==> src/hdl/csvp_pkg.sv <==
// ----------------------------------------------------------------------------
// csvp_pkg: shared types and constants for the CSV byte stream parser
// Byte classes, queue entry, parser states and result codes.
// ----------------------------------------------------------------------------
package csvp_pkg;

  localparam logic [7:0] CH_COMMA   = 8'h2C;
  localparam logic [7:0] CH_NEWLINE = 8'h0A;
  localparam logic [7:0] CH_QUOTE   = 8'h22;

  localparam int QDepth = 4;
  localparam int QPtrW  = $clog2(QDepth);

  typedef enum logic [2:0] {
    CLS_OTHER,
    CLS_COMMA,
    CLS_NEWLINE,
    CLS_QUOTE,
    CLS_EOI
  } cls_t;

  typedef struct packed {
    cls_t       cls;
    logic [7:0] ch;
  } qitem_t;

  typedef enum logic [2:0] {
    ST_FIELD_START,
    ST_UNQUOTED,
    ST_QUOTED,
    ST_QUOTE_SEEN,
    ST_DONE
  } pstate_t;

  typedef enum logic [1:0] {
    K_CONTENT = 2'd0,
    K_FIELD   = 2'd1,
    K_RECORD  = 2'd2,
    K_ERROR   = 2'd3
  } kind_t;

  typedef enum logic [2:0] {
    ERR_NONE      = 3'd0,
    ERR_MISMATCH  = 3'd1,
    ERR_ESCAPE    = 3'd2,
    ERR_NO_QUOTE  = 3'd3,
    ERR_MISPLACED = 3'd4
  } err_t;

  typedef struct packed {
    logic       valid;
  } qctl_t;

endpackage

==> src/hdl/csvp_front.sv <==
// ----------------------------------------------------------------------------
// csvp_front: input stage
// Accepts items while the queue has room and classifies each byte.
// ----------------------------------------------------------------------------
module csvp_front (
  input  logic              s_tvalid,
  output logic              s_tready,
  input  logic [7:0]        s_tdata,   // [7:0] char_in
  input  logic [0:0]        s_tuser,   // [0] mode
  input  logic              q_full,
  output logic              push,
  output csvp_pkg::qitem_t  push_item
);

  assign s_tready = !q_full;
  assign push     = s_tvalid && !q_full;

  always_comb begin
    push_item.ch = s_tdata;
    if (s_tuser[0]) begin
      push_item.cls = csvp_pkg::CLS_EOI;
    end else begin
      unique case (s_tdata)
        csvp_pkg::CH_COMMA:   push_item.cls = csvp_pkg::CLS_COMMA;
        csvp_pkg::CH_NEWLINE: push_item.cls = csvp_pkg::CLS_NEWLINE;
        csvp_pkg::CH_QUOTE:   push_item.cls = csvp_pkg::CLS_QUOTE;
        default:              push_item.cls = csvp_pkg::CLS_OTHER;
      endcase
    end
  end

endmodule

==> src/hdl/csvp_queue.sv <==
// ----------------------------------------------------------------------------
// csvp_queue: classified item queue
// Short first-in first-out buffer between the input and parser stages.
// ----------------------------------------------------------------------------
module csvp_queue (
  input  logic              clk,
  input  logic              rst,
  input  logic              push,
  input  csvp_pkg::qitem_t  push_item,
  input  logic              pop,
  output logic              full,
  output csvp_pkg::qctl_t   ctl,
  output csvp_pkg::qitem_t  head
);

  csvp_pkg::qitem_t                    entries [csvp_pkg::QDepth];
  logic [csvp_pkg::QPtrW-1:0]          wr_ptr;
  logic [csvp_pkg::QPtrW-1:0]          rd_ptr;
  logic [csvp_pkg::QPtrW:0]            count;
  logic                                do_push;
  logic                                do_pop;

  assign full      = (count == (csvp_pkg::QPtrW+1)'(csvp_pkg::QDepth));
  assign ctl.valid = (count != '0);
  assign do_push   = push && !full;
  assign do_pop    = pop && ctl.valid;
  assign head      = entries[rd_ptr];

  always_ff @(posedge clk) begin
    if (do_push) begin
      entries[wr_ptr] <= push_item;
    end
  end

  always_ff @(posedge clk) begin
    if (rst) begin
      wr_ptr <= '0;
      rd_ptr <= '0;
      count  <= '0;
    end else begin
      if (do_push) wr_ptr <= wr_ptr + 1'b1;
      if (do_pop)  rd_ptr <= rd_ptr + 1'b1;
      if (do_push && !do_pop) begin
        count <= count + 1'b1;
      end else if (!do_push && do_pop) begin
        count <= count - 1'b1;
      end
    end
  end

endmodule

==> src/hdl/csvp_back.sv <==
// ----------------------------------------------------------------------------
// csvp_back: parser stage
// Runs the field and record state machine and registers at most one result per item.
// ----------------------------------------------------------------------------
module csvp_back #(
  parameter int MAX_FIELDS = 255
) (
  input  logic              clk,
  input  logic              rst,
  input  csvp_pkg::qctl_t   q_ctl,
  input  csvp_pkg::qitem_t  q_head,
  output logic              pop,
  output logic              m_tvalid,
  input  logic              m_tready,
  output logic [31:0]       m_tdata,   // [7:0] char_out, [15:8] field_index,
                                       // [23:16] record_fields, [26:24] error_code,
                                       // [27] done_res
  output logic [1:0]        m_tuser    // [1:0] kind
);

  localparam int         FieldCap  = (MAX_FIELDS < 255) ? MAX_FIELDS : 255;
  localparam logic [7:0] FieldLast = 8'(FieldCap - 1);

  csvp_pkg::pstate_t state, state_next;
  logic [7:0]        field_counter, field_counter_next;
  logic [7:0]        first_record_fields, first_record_fields_next;
  logic              first_record_seen, first_record_seen_next;
  logic              at_record_start, at_record_start_next;

  logic              res_valid;
  csvp_pkg::kind_t   res_kind;
  logic [7:0]        res_char;
  logic [7:0]        res_recf;
  csvp_pkg::err_t    res_err;
  logic              res_done;

  logic              do_field, do_record, rec_final, do_fail, do_content, to_done;
  csvp_pkg::err_t    fail_code;
  logic [7:0]        rec_n;

  assign pop   = q_ctl.valid && (!m_tvalid || m_tready);
  assign rec_n = field_counter + 8'd1;

  always_comb begin
    state_next               = state;
    field_counter_next       = field_counter;
    first_record_fields_next = first_record_fields;
    first_record_seen_next   = first_record_seen;
    at_record_start_next     = at_record_start;
    do_field   = 1'b0;
    do_record  = 1'b0;
    rec_final  = 1'b0;
    do_fail    = 1'b0;
    do_content = 1'b0;
    to_done    = 1'b0;
    fail_code  = csvp_pkg::ERR_NONE;
    res_valid  = 1'b0;
    res_kind   = csvp_pkg::K_CONTENT;
    res_char   = 8'd0;
    res_recf   = 8'd0;
    res_err    = csvp_pkg::ERR_NONE;
    res_done   = 1'b0;

    unique case (state)
      csvp_pkg::ST_FIELD_START: begin
        case (q_head.cls)
          csvp_pkg::CLS_EOI: begin
            if (at_record_start) to_done = 1'b1;
            else begin
              do_record = 1'b1;
              rec_final = 1'b1;
            end
          end
          csvp_pkg::CLS_COMMA:   do_field = 1'b1;
          csvp_pkg::CLS_NEWLINE: do_record = 1'b1;
          csvp_pkg::CLS_QUOTE: begin
            at_record_start_next = 1'b0;
            state_next           = csvp_pkg::ST_QUOTED;
          end
          default: begin
            at_record_start_next = 1'b0;
            state_next           = csvp_pkg::ST_UNQUOTED;
            do_content           = 1'b1;
          end
        endcase
      end
      csvp_pkg::ST_UNQUOTED: begin
        case (q_head.cls)
          csvp_pkg::CLS_EOI: begin
            do_record = 1'b1;
            rec_final = 1'b1;
          end
          csvp_pkg::CLS_COMMA:   do_field = 1'b1;
          csvp_pkg::CLS_NEWLINE: do_record = 1'b1;
          csvp_pkg::CLS_QUOTE: begin
            do_fail   = 1'b1;
            fail_code = csvp_pkg::ERR_MISPLACED;
          end
          default: do_content = 1'b1;
        endcase
      end
      csvp_pkg::ST_QUOTED: begin
        case (q_head.cls)
          csvp_pkg::CLS_EOI: begin
            do_fail   = 1'b1;
            fail_code = csvp_pkg::ERR_NO_QUOTE;
          end
          csvp_pkg::CLS_QUOTE: state_next = csvp_pkg::ST_QUOTE_SEEN;
          default: do_content = 1'b1;
        endcase
      end
      csvp_pkg::ST_QUOTE_SEEN: begin
        case (q_head.cls)
          csvp_pkg::CLS_EOI: begin
            do_record = 1'b1;
            rec_final = 1'b1;
          end
          csvp_pkg::CLS_COMMA:   do_field = 1'b1;
          csvp_pkg::CLS_NEWLINE: do_record = 1'b1;
          csvp_pkg::CLS_QUOTE: begin
            state_next = csvp_pkg::ST_QUOTED;
            do_content = 1'b1;
          end
          default: begin
            do_fail   = 1'b1;
            fail_code = csvp_pkg::ERR_ESCAPE;
          end
        endcase
      end
      default: ;
    endcase

    if (to_done) state_next = csvp_pkg::ST_DONE;

    if (do_content) begin
      res_valid = 1'b1;
      res_kind  = csvp_pkg::K_CONTENT;
      res_char  = q_head.ch;
    end

    if (do_fail) begin
      res_valid  = 1'b1;
      res_kind   = csvp_pkg::K_ERROR;
      res_err    = fail_code;
      res_done   = 1'b1;
      state_next = csvp_pkg::ST_DONE;
    end

    if (do_field) begin
      res_valid            = 1'b1;
      res_kind             = csvp_pkg::K_FIELD;
      at_record_start_next = 1'b0;
      state_next           = csvp_pkg::ST_FIELD_START;
      if (field_counter < FieldLast) field_counter_next = field_counter + 8'd1;
    end

    if (do_record) begin
      res_valid = 1'b1;
      res_recf  = rec_n;
      if (first_record_seen && (rec_n != first_record_fields)) begin
        res_kind   = csvp_pkg::K_ERROR;
        res_err    = csvp_pkg::ERR_MISMATCH;
        res_done   = 1'b1;
        state_next = csvp_pkg::ST_DONE;
      end else begin
        if (!first_record_seen) begin
          first_record_seen_next   = 1'b1;
          first_record_fields_next = rec_n;
        end
        res_kind             = csvp_pkg::K_RECORD;
        res_done             = rec_final;
        field_counter_next   = 8'd0;
        at_record_start_next = 1'b1;
        state_next           = rec_final ? csvp_pkg::ST_DONE : csvp_pkg::ST_FIELD_START;
      end
    end
  end

  always_ff @(posedge clk) begin
    if (rst) begin
      state               <= csvp_pkg::ST_FIELD_START;
      field_counter       <= 8'd0;
      first_record_fields <= 8'd0;
      first_record_seen   <= 1'b0;
      at_record_start     <= 1'b1;
    end else if (pop) begin
      state               <= state_next;
      field_counter       <= field_counter_next;
      first_record_fields <= first_record_fields_next;
      first_record_seen   <= first_record_seen_next;
      at_record_start     <= at_record_start_next;
    end
  end

  always_ff @(posedge clk) begin
    if (rst) begin
      m_tvalid <= 1'b0;
    end else if (pop && res_valid) begin
      m_tvalid <= 1'b1;
    end else if (m_tready) begin
      m_tvalid <= 1'b0;
    end
  end

  always_ff @(posedge clk) begin
    if (pop && res_valid) begin
      m_tdata <= {4'd0, res_done, res_err, res_recf, field_counter, res_char};
      m_tuser <= res_kind;
    end
  end

endmodule

==> src/hdl/csv_byte_stream_parser_core.sv <==
// Each accepted item is stored in the queue; its result, if any, is registered at the output.
// Throughput: one item per cycle while the output is not stalled.
// A four-entry queue decouples input acceptance from output stalls.
// Reset (rst, synchronous, active high) empties the queue and output register
// and returns the parser to the start of a record.
// ----------------------------------------------------------------------------
// csv_byte_stream_parser_core: CSV byte stream parser
// Splits CSV text into content bytes, field ends and record ends with errors.
// ----------------------------------------------------------------------------
module csv_byte_stream_parser_core #(
  parameter int MAX_FIELDS = 255
) (
  input  logic        clk,
  input  logic        rst,
  input  logic        s_tvalid,
  output logic        s_tready,
  input  logic [7:0]  s_tdata,   // [7:0] char_in
  input  logic [0:0]  s_tuser,   // [0] mode
  output logic        m_tvalid,
  input  logic        m_tready,
  output logic [31:0] m_tdata,   // [7:0] char_out, [15:8] field_index,
                                 // [23:16] record_fields, [26:24] error_code,
                                 // [27] done_res
  output logic [1:0]  m_tuser    // [1:0] kind
);

  logic              push;
  logic              pop;
  logic              q_full;
  csvp_pkg::qitem_t  push_item;
  csvp_pkg::qitem_t  q_head;
  csvp_pkg::qctl_t   q_ctl;

  csvp_front u_front (
    .s_tvalid  (s_tvalid),
    .s_tready  (s_tready),
    .s_tdata   (s_tdata),
    .s_tuser   (s_tuser),
    .q_full    (q_full),
    .push      (push),
    .push_item (push_item)
  );

  csvp_queue u_queue (
    .clk       (clk),
    .rst       (rst),
    .push      (push),
    .push_item (push_item),
    .pop       (pop),
    .full      (q_full),
    .ctl       (q_ctl),
    .head      (q_head)
  );

  csvp_back #(
    .MAX_FIELDS (MAX_FIELDS)
  ) u_back (
    .clk      (clk),
    .rst      (rst),
    .q_ctl    (q_ctl),
    .q_head   (q_head),
    .pop      (pop),
    .m_tvalid (m_tvalid),
    .m_tready (m_tready),
    .m_tdata  (m_tdata),
    .m_tuser  (m_tuser)
  );

endmodule

==> config.mk <==
export PLATFORM = sky130hd
export DESIGN_NAME = csv_byte_stream_parser_core
export DESIGN_NICKNAME = d
export VERILOG_FILES = /design/src/hdl/csvp_pkg.sv /design/src/hdl/csvp_front.sv /design/src/hdl/csvp_queue.sv /design/src/hdl/csvp_back.sv /design/src/hdl/csv_byte_stream_parser_core.sv
export SDC_FILE = /design/constraint.sdc
export NUM_CORES = 1
export LEC_CHECK = 0
export ABC_AREA = 0
export BUFFER_PORTS_ARGS = -buffer_cell sky130_fd_sc_hd__buf_4
export CORE_MARGIN = 1
export CORE_UTILIZATION = 40
export DETAILED_ROUTE_END_ITERATION = 8
export PLACE_DENSITY = 0.67
export REMOVE_ABC_BUFFERS = 1
export SLEW_MARGIN = 0
export SYNTH_ARGS = -nofsm -noshare
export SYNTH_HDL_FRONTEND = slang
export SYNTH_SLANG_ARGS = --single-unit
export TNS_END_PERCENT = 50
==> constraint.sdc <==
create_clock -name clk -period 6.47 [get_ports clk]
set_input_delay 0.647 -clock clk [delete_from_list [all_inputs] [get_ports clk]]
set_output_delay 0.647 -clock clk [all_outputs]
set_load 0.01 [all_outputs]
==> out/qor.txt, run 1 <==
status -> finished, violations left
violated checks -> DRC
Worst-Skew Late Latency -> 0.35 ns
CTS Buf Count -> 9
PD cells -> 476.2 nW/µm²
WHS -> 0.5002 ns
leakage -> 1.952 nW
mapped cell area -> 4684 µm²
grt ovf -> 0
CTS max path bufs -> 2
final hold vios -> 0
Seq cells post-synth -> 105
final setup vio count -> 0
post-CTS setup buffers -> 0
initial cell density of the core -> 0.4103
Seq/Total Area, Yosys -> 0.6068
Pwr Total -> 2.581 mW
layout cell share with drive strength beyond 1 -> 0.1784
clock sink total -> 105
DR iter-0 viols -> 169
GPL Wtd Cong -> 0.8555
residual DRC count -> 2
vias -> 2,845
cts-stage hold buffer count -> 0
Worst-Margin Slew -> 0.9621 ns
Sw Ratio -> 0.3375
DIE WIDTH -> 110.2 µm
clk slew on worst S/H paths -> 0.07 ns
Hold Startpoint -> s_tdata[0]
Routed Antenna Nets -> 0
CP Capture Type -> flop
wirelength, routed -> 8440 µm
H-Tree Depth -> 3
Buf/Inv on CP -> 0
Rows -> 39
Psw -> 0.8713 mW
detailed placement HPWL -> 5786 µm
CP arrival -> 3.69 ns
DR WL/cell -> 15.60 µm
Total GRT Usage -> 0.1546
Setup TNS Final -> 0 ns
Clock power frac -> 0.231
post-route clock skew -> 0.007995 ns
Achievable Freq -> 269.0 MHz
Slew HR -> 0.3572
die area -> 12,150 µm²
fillers -> 1,006
pin count of the biggest net entering global routing -> 31
Max-cap violations -> 0
Max Slew Vio Count -> 0
worst-path fanout max -> 30
most frequent cells in the layout -> edfxtp_1 (74), buf_4 (44), nor2_1 (41)
period utilization -> 0.5746
post-CTS sizing -> 0
vias per inst -> 5.259
Root Buffer -> clkbuf_16
Comb pwr share -> 0.348
Worst setup SP type -> flop
power share of the sequential group -> 0.420
Final Util -> 0.4747
vias in the first global route -> 2,752
CTS tree -> built
Primary FF master, synth -> edfxtp_1
area of the core -> 11,420 µm²
Post-Syn Area per Cell -> 13.09 µm²
slowest stage delay, CP -> 0.85 ns
first-pass GRT wire length -> 13,870 µm
initial antenna violation count -> 0
Crit-path slowest cell -> mux4_1
commonest non-fill, non-tap cell in the layout -> edfxtp_1
Die Span Y -> 110.2 µm
worst hold path type -> primary input to flop
nets -> 413
IO buf count -> 44
RSZ-0062 raised after global routing -> no
Synth cell types -> 59
critical-path cell list -> mux4_1, nor3b_4, a2bb2oi_1, a21oi_1, nor3_1, a21oi_4
top-level port count -> 49
Final Critical Period -> 3.718 ns
post-synthesis cell count -> 358
Synth-to-Final Area Change -> 15.71%
Synth async-reset ratio -> 0
Antenna Cells -> 0
YS warnings -> 0
Post-synth EDFFs -> 74
WP data required -> 6.44 ns
IR drop worst, VDD -> 184.3 µV
Internal -> 1.710 mW
CP Class -> flop to flop
crit-path leading delay family -> compound AO/OA/AOI/OAI gates
DR pass1 iterations -> 7
==> logic make-up (layout without fill, tap and decap cells) <==
group	Yosys count	count (layout)	share of synthesized area
AO/OA/AOI/OAI	50	50	0.07319
buffers and inverters	33	70	0.03579
AND/OR/NAND/NOR	123	123	0.1408
flip-flops	105	105	0.6068
multiplexers	14	14	0.06651
adder cells (fa/ha/maj)	7	7	0.02030
other	1	4	0.0008005
XOR/XNOR	25	25	0.05582
==> Yosys cell counts (all sizes together), types with 4 or more instances <==
cell type | instances | share of area
and3 | 10 | 0.013
xnor2 | 13 | 0.024
nor2 | 41 | 0.033
nor2b | 10 | 0.013
dfxtp | 31 | 0.13
clkbuf | 13 | 0.010
mux4 | 11 | 0.060
o21ai | 8 | 0.0093
nand3b | 4 | 0.0064
edfxtp | 74 | 0.47
xor2 | 9 | 0.017
nor4 | 5 | 0.0099
a311oi | 4 | 0.0075
inv | 10 | 0.0080
nand2b | 5 | 0.0067
a211oi | 9 | 0.014
buf | 10 | 0.017
nor3 | 9 | 0.0096
nand3 | 4 | 0.0053
ha | 6 | 0.016
a21oi | 13 | 0.014
nand2 | 18 | 0.014
==> layout make-up <==
type	instances	area [µm²]	area share
timing repair buffer	44	330.3	0.06094
inverter	10	37.54	0.006925
multi-input combinational	223	1697	0.3130
clock buffer	9	225.2	0.04155
clock inverter	7	108.9	0.02008
sequential	105	2843	0.5245
tap	143	178.9	0.03301
==> power by group through the flow <==
| stage | logic, mW | clock network, mW | registers (mW) |
|---|---|---|---|
| 2_1_floorplan | 0.541 | 0 | 1.13 |
| 3_3_place_gp | 0.882 | 0 | 1.09 |
| 3_5_place_dp | 0.900 | 0 | 1.10 |
| 4_1_cts | 0.905 | 0.611 | 1.09 |
| 5_1_grt | 0.996 | 0.644 | 1.11 |
| 6_report | 0.899 | 0.597 | 1.08 |
==> worst reg2reg max path: stages, from the launching register on <==
cell and delay (ns):
dfxtp_1 0.74, mux4_1 0.85, nor3b_4 0.41, a2bb2oi_1 0.13, a21oi_1 0.26, nor3_1 0.16
a21oi_4 0.78
==> stage by stage <==
stage	std cells	setup slack [ns]	area, µm²
2_1_floorplan	338	2.392	4566
3_3_place_gp	525	2.887	5086
3_5_place_dp	525	2.751	5086
4_1_cts	541	2.741	5420
5_1_grt	541	2.526	5420
6_report	541	2.752	5420
==> final timing paths <==
check	end	slack [ns]	cells after the start
worst min-delay path	u_queue.entries[1][0]	0.50	1
worst min register to register	u_back.first_record_fields[5]	0.51	2
worst max-delay path	u_back.m_tdata[24]	2.75	6
worst max register to register	u_back.m_tdata[24]	2.75	6
==> state kept, by name (all words and copies together), names as in the netlist, 2 cells and up, named ones only <==
signal	cells
u_queue.entries	44
u_back.m_tdata	28
u_back.field_counter	8
u_back.first_record_fields	8
u_back.state	3
u_queue.count	3
u_back.m_tuser	2
u_queue.rd_ptr	2
u_queue.wr_ptr	2
==> metal layers <==
| metal | global-route usage | part of all wire | vias up |
|---|---|---|---|
| li1 | - | - | 1398 |
| met1 | 0.2028 | 0.45 | 1370 |
| met2 | 0.2464 | 0.49 | 63 |
| met3 | 0.04468 | 0.044 | 14 |
| met4 | 0.05263 | 0.017 | 0 |
| met5 | 0 | 0 | - |
Note: power is estimated with default switching activity, not from simulation.
==> run 2: changes to the inputs <==
- PLACE_DENSITY: 0.67 -> 0.69
- clock period: 6.47 -> 3.2 ns (I/O delays scaled with it)
==> out/qor.txt, run 2 (same netlist as run 1, synthesis figures left out) <==
DR WL/cell -> 15.38 µm (-1.4%)
Rows -> 39 (unchanged)
PD cells -> 955.8 nW/µm² (+100%)
slowest stage delay, CP -> 0.69 ns (-0.16 ns)
nets -> 420 (+1.7%)
Setup TNS Final -> 0 ns (unchanged)
Antenna Cells -> 0 (unchanged)
post-route clock skew -> 0.008573 ns (+0.0005778 ns)
initial antenna violation count -> 0 (unchanged)
Synth-to-Final Area Change -> 16.37%
area of the core -> 11,420 µm² (unchanged)
initial cell density of the core -> 0.4103 (unchanged)
GPL Wtd Cong -> 0.8273 (-3.3%)
r2r setup slk -> 0.29 ns (-2.47 ns)
max reg flops -> 44 (unchanged)
grt ovf -> 0 (unchanged)
residual DRC count -> 0 (-2)
Final Critical Period -> 2.913 ns (-0.8047 ns)
Worst-Margin Slew -> 0.5847 ns (-0.3775 ns)
path depth of the worst reg2reg path -> 7 (+1)
design area -> 5451 µm² (+0.58%)
CTS max path bufs -> 2 (unchanged)
Die Span Y -> 110.2 µm (unchanged)
worst reg2reg endpoint -> u_back.m_tdata[16]
Worst-Skew Late Latency -> 0.35 ns (about the same)
fillers -> 1,009 (+0.30%)
wirelength, routed -> 8427 µm (-0.15%)
Layout Cells excl Fill -> 548 (+1.3%)
vias -> 2,885 (+1.4%)
Total GRT Usage -> 0.1472 (-0.007404)
placed cells -> 532 (+1.3%)
Root Buffer -> clkbuf_16
clk slew on worst S/H paths -> 0.07 ns (about the same)
H-Tree Depth -> 3 (unchanged)
top-level port count -> 49 (unchanged)
vias in the first global route -> 2,677 (-2.7%)
Crit-path slowest cell -> mux4_2
final hold vios -> 0 (unchanged)
leakage -> 1.972 nW (+1.0%)
CP Class -> flop to flop
Routed Antenna Nets -> 0 (unchanged)
DIE WIDTH -> 110.2 µm (unchanged)
layout cell share with drive strength beyond 1 -> 0.1951 (+0.01667)
largest registers -> u_queue.entries: 44 flops, u_back.m_tdata: 28 flops
Max-cap violations -> 0 (unchanged)
worst-path fanout max -> 22 (-27%)
Achievable Freq -> 343.3 MHz (+28%)
cts-stage hold buffer count -> 0 (unchanged)
Hold Path Stages -> 1 (unchanged)
CP Capture Type -> flop
period utilization -> 0.9104 (+0.3357)
post-CTS sizing -> 0 (unchanged)
DR iter-0 viols -> 187 (+11%)
commonest non-fill, non-tap cell in the layout -> edfxtp_1
CTS Buf Count -> 9 (unchanged)
crit-path leading delay family -> multiplexers
critical-path cell list -> mux4_2, nand3b_1, a2bb2oi_1, a21oi_1, nor3_1, a21oi_2, buf_4
CTS tree -> built
IO buf count -> 44 (unchanged)
Max Slew Vio Count -> 0 (unchanged)
post-CTS setup buffers -> 0 (unchanged)
pin count of the biggest net entering global routing -> 23 (-26%)
Area after DPL -> 5131 µm² (+0.89%)
WHS -> 0.1755 ns (-0.3247 ns)
Buf/Inv on CP -> 1 (+1)
RSZ-0062 raised after global routing -> no
Register Area -> 2843 µm² (unchanged)
first-pass GRT wire length -> 13,170 µm (-5.1%)
status -> finished, final reports clean
CP arrival -> 2.94 ns (-0.75 ns)
Hold Startpoint -> s_tdata[0]
Worst setup SP type -> flop
IR drop worst, VDD -> 374.9 µV (+100%)
worst hold path type -> primary input to flop
WP data required -> 3.22 ns (-3.22 ns)
detailed placement HPWL -> 5841 µm (+0.95%)
WHS Endpoint -> u_queue.entries[0][0]
vias per inst -> 5.265 (+0.11%)
final setup vio count -> 0 (unchanged)
multi-input logic area -> 1685 µm² (-0.66%)
clock sink total -> 105 (unchanged)
largest register by flop count -> u_queue.entries
Slew HR -> 0.6047 (+0.2476)
most frequent cells in the layout -> edfxtp_1 (74), buf_4 (51), nor2_1 (41)
DR pass1 iterations -> 6 (-1)
die area -> 12,150 µm² (unchanged)
-- run 2: cell types whose count changed in the layout (fill, tap and decap cells not counted), sizes merged --
cell | before | now
buf | 44 | 51
bufinv | 2 | 1
clkinv | 1 | 3
inv | 14 | 12
clkinvlp | 0 | 1
-- run 2: cell type report --
| cell class | instances | area share |
|---|---|---|
| clock buffer | 9 | 0.04131 |
| clock inverter | 7 | 0.01813 |
| inverter | 10 | 0.006885 |
| sequential | 105 | 0.5215 |
| timing repair buffer | 51 | 0.07023 |
| tap | 143 | 0.03282 |
| multi-input combinational | 223 | 0.3092 |
-- run 2: worst max-delay path by stage --
stage	from	endpoint	cells past startpoint
after floorplan	flop	u_back.m_tdata[0]	6
after global placement	flop	u_back.m_tdata[20]	7
after detailed placement	flop	u_back.m_tdata[20]	7
after CTS	flop	u_back.m_tdata[8]	7
after global routing	flop	u_back.m_tdata[8]	7
final	flop	u_back.m_tdata[16]	7
-- run 2: per-layer routing --
layer / up-vias / track usage / share of wire
li1: 1405 / - / -
met1: 1395 / 0.1857 / 0.45
met2: 79 / 0.2433 / 0.49
met3: 6 / 0.04468 / 0.048
met4: 0 / 0.04605 / 0.0093
met5: - / 0 / 0
-- run 2: metrics by stage --
stage	util	total power [mW]	worst slack, ns
6_report	0.4774	5.211	0.2868
5_1_grt	0.4774	5.530	0.02028
4_1_cts	0.4778	5.256	0.1969
3_5_place_dp	0.4494	4.093	0.2096
3_3_place_gp	0.4494	4.059	0.2588
2_1_floorplan	-	3.370	-0.8783
-- run 2: power breakdown --
part	total (mW)	switching, mW	leakage (nW)	internal [mW]
Clock	1.15	0.521	0.154	0.629
Sequential	2.16	0.216	0.947	1.95
Combinational	1.90	1.03	0.872	0.864
Total	5.21	1.77	1.97	3.44
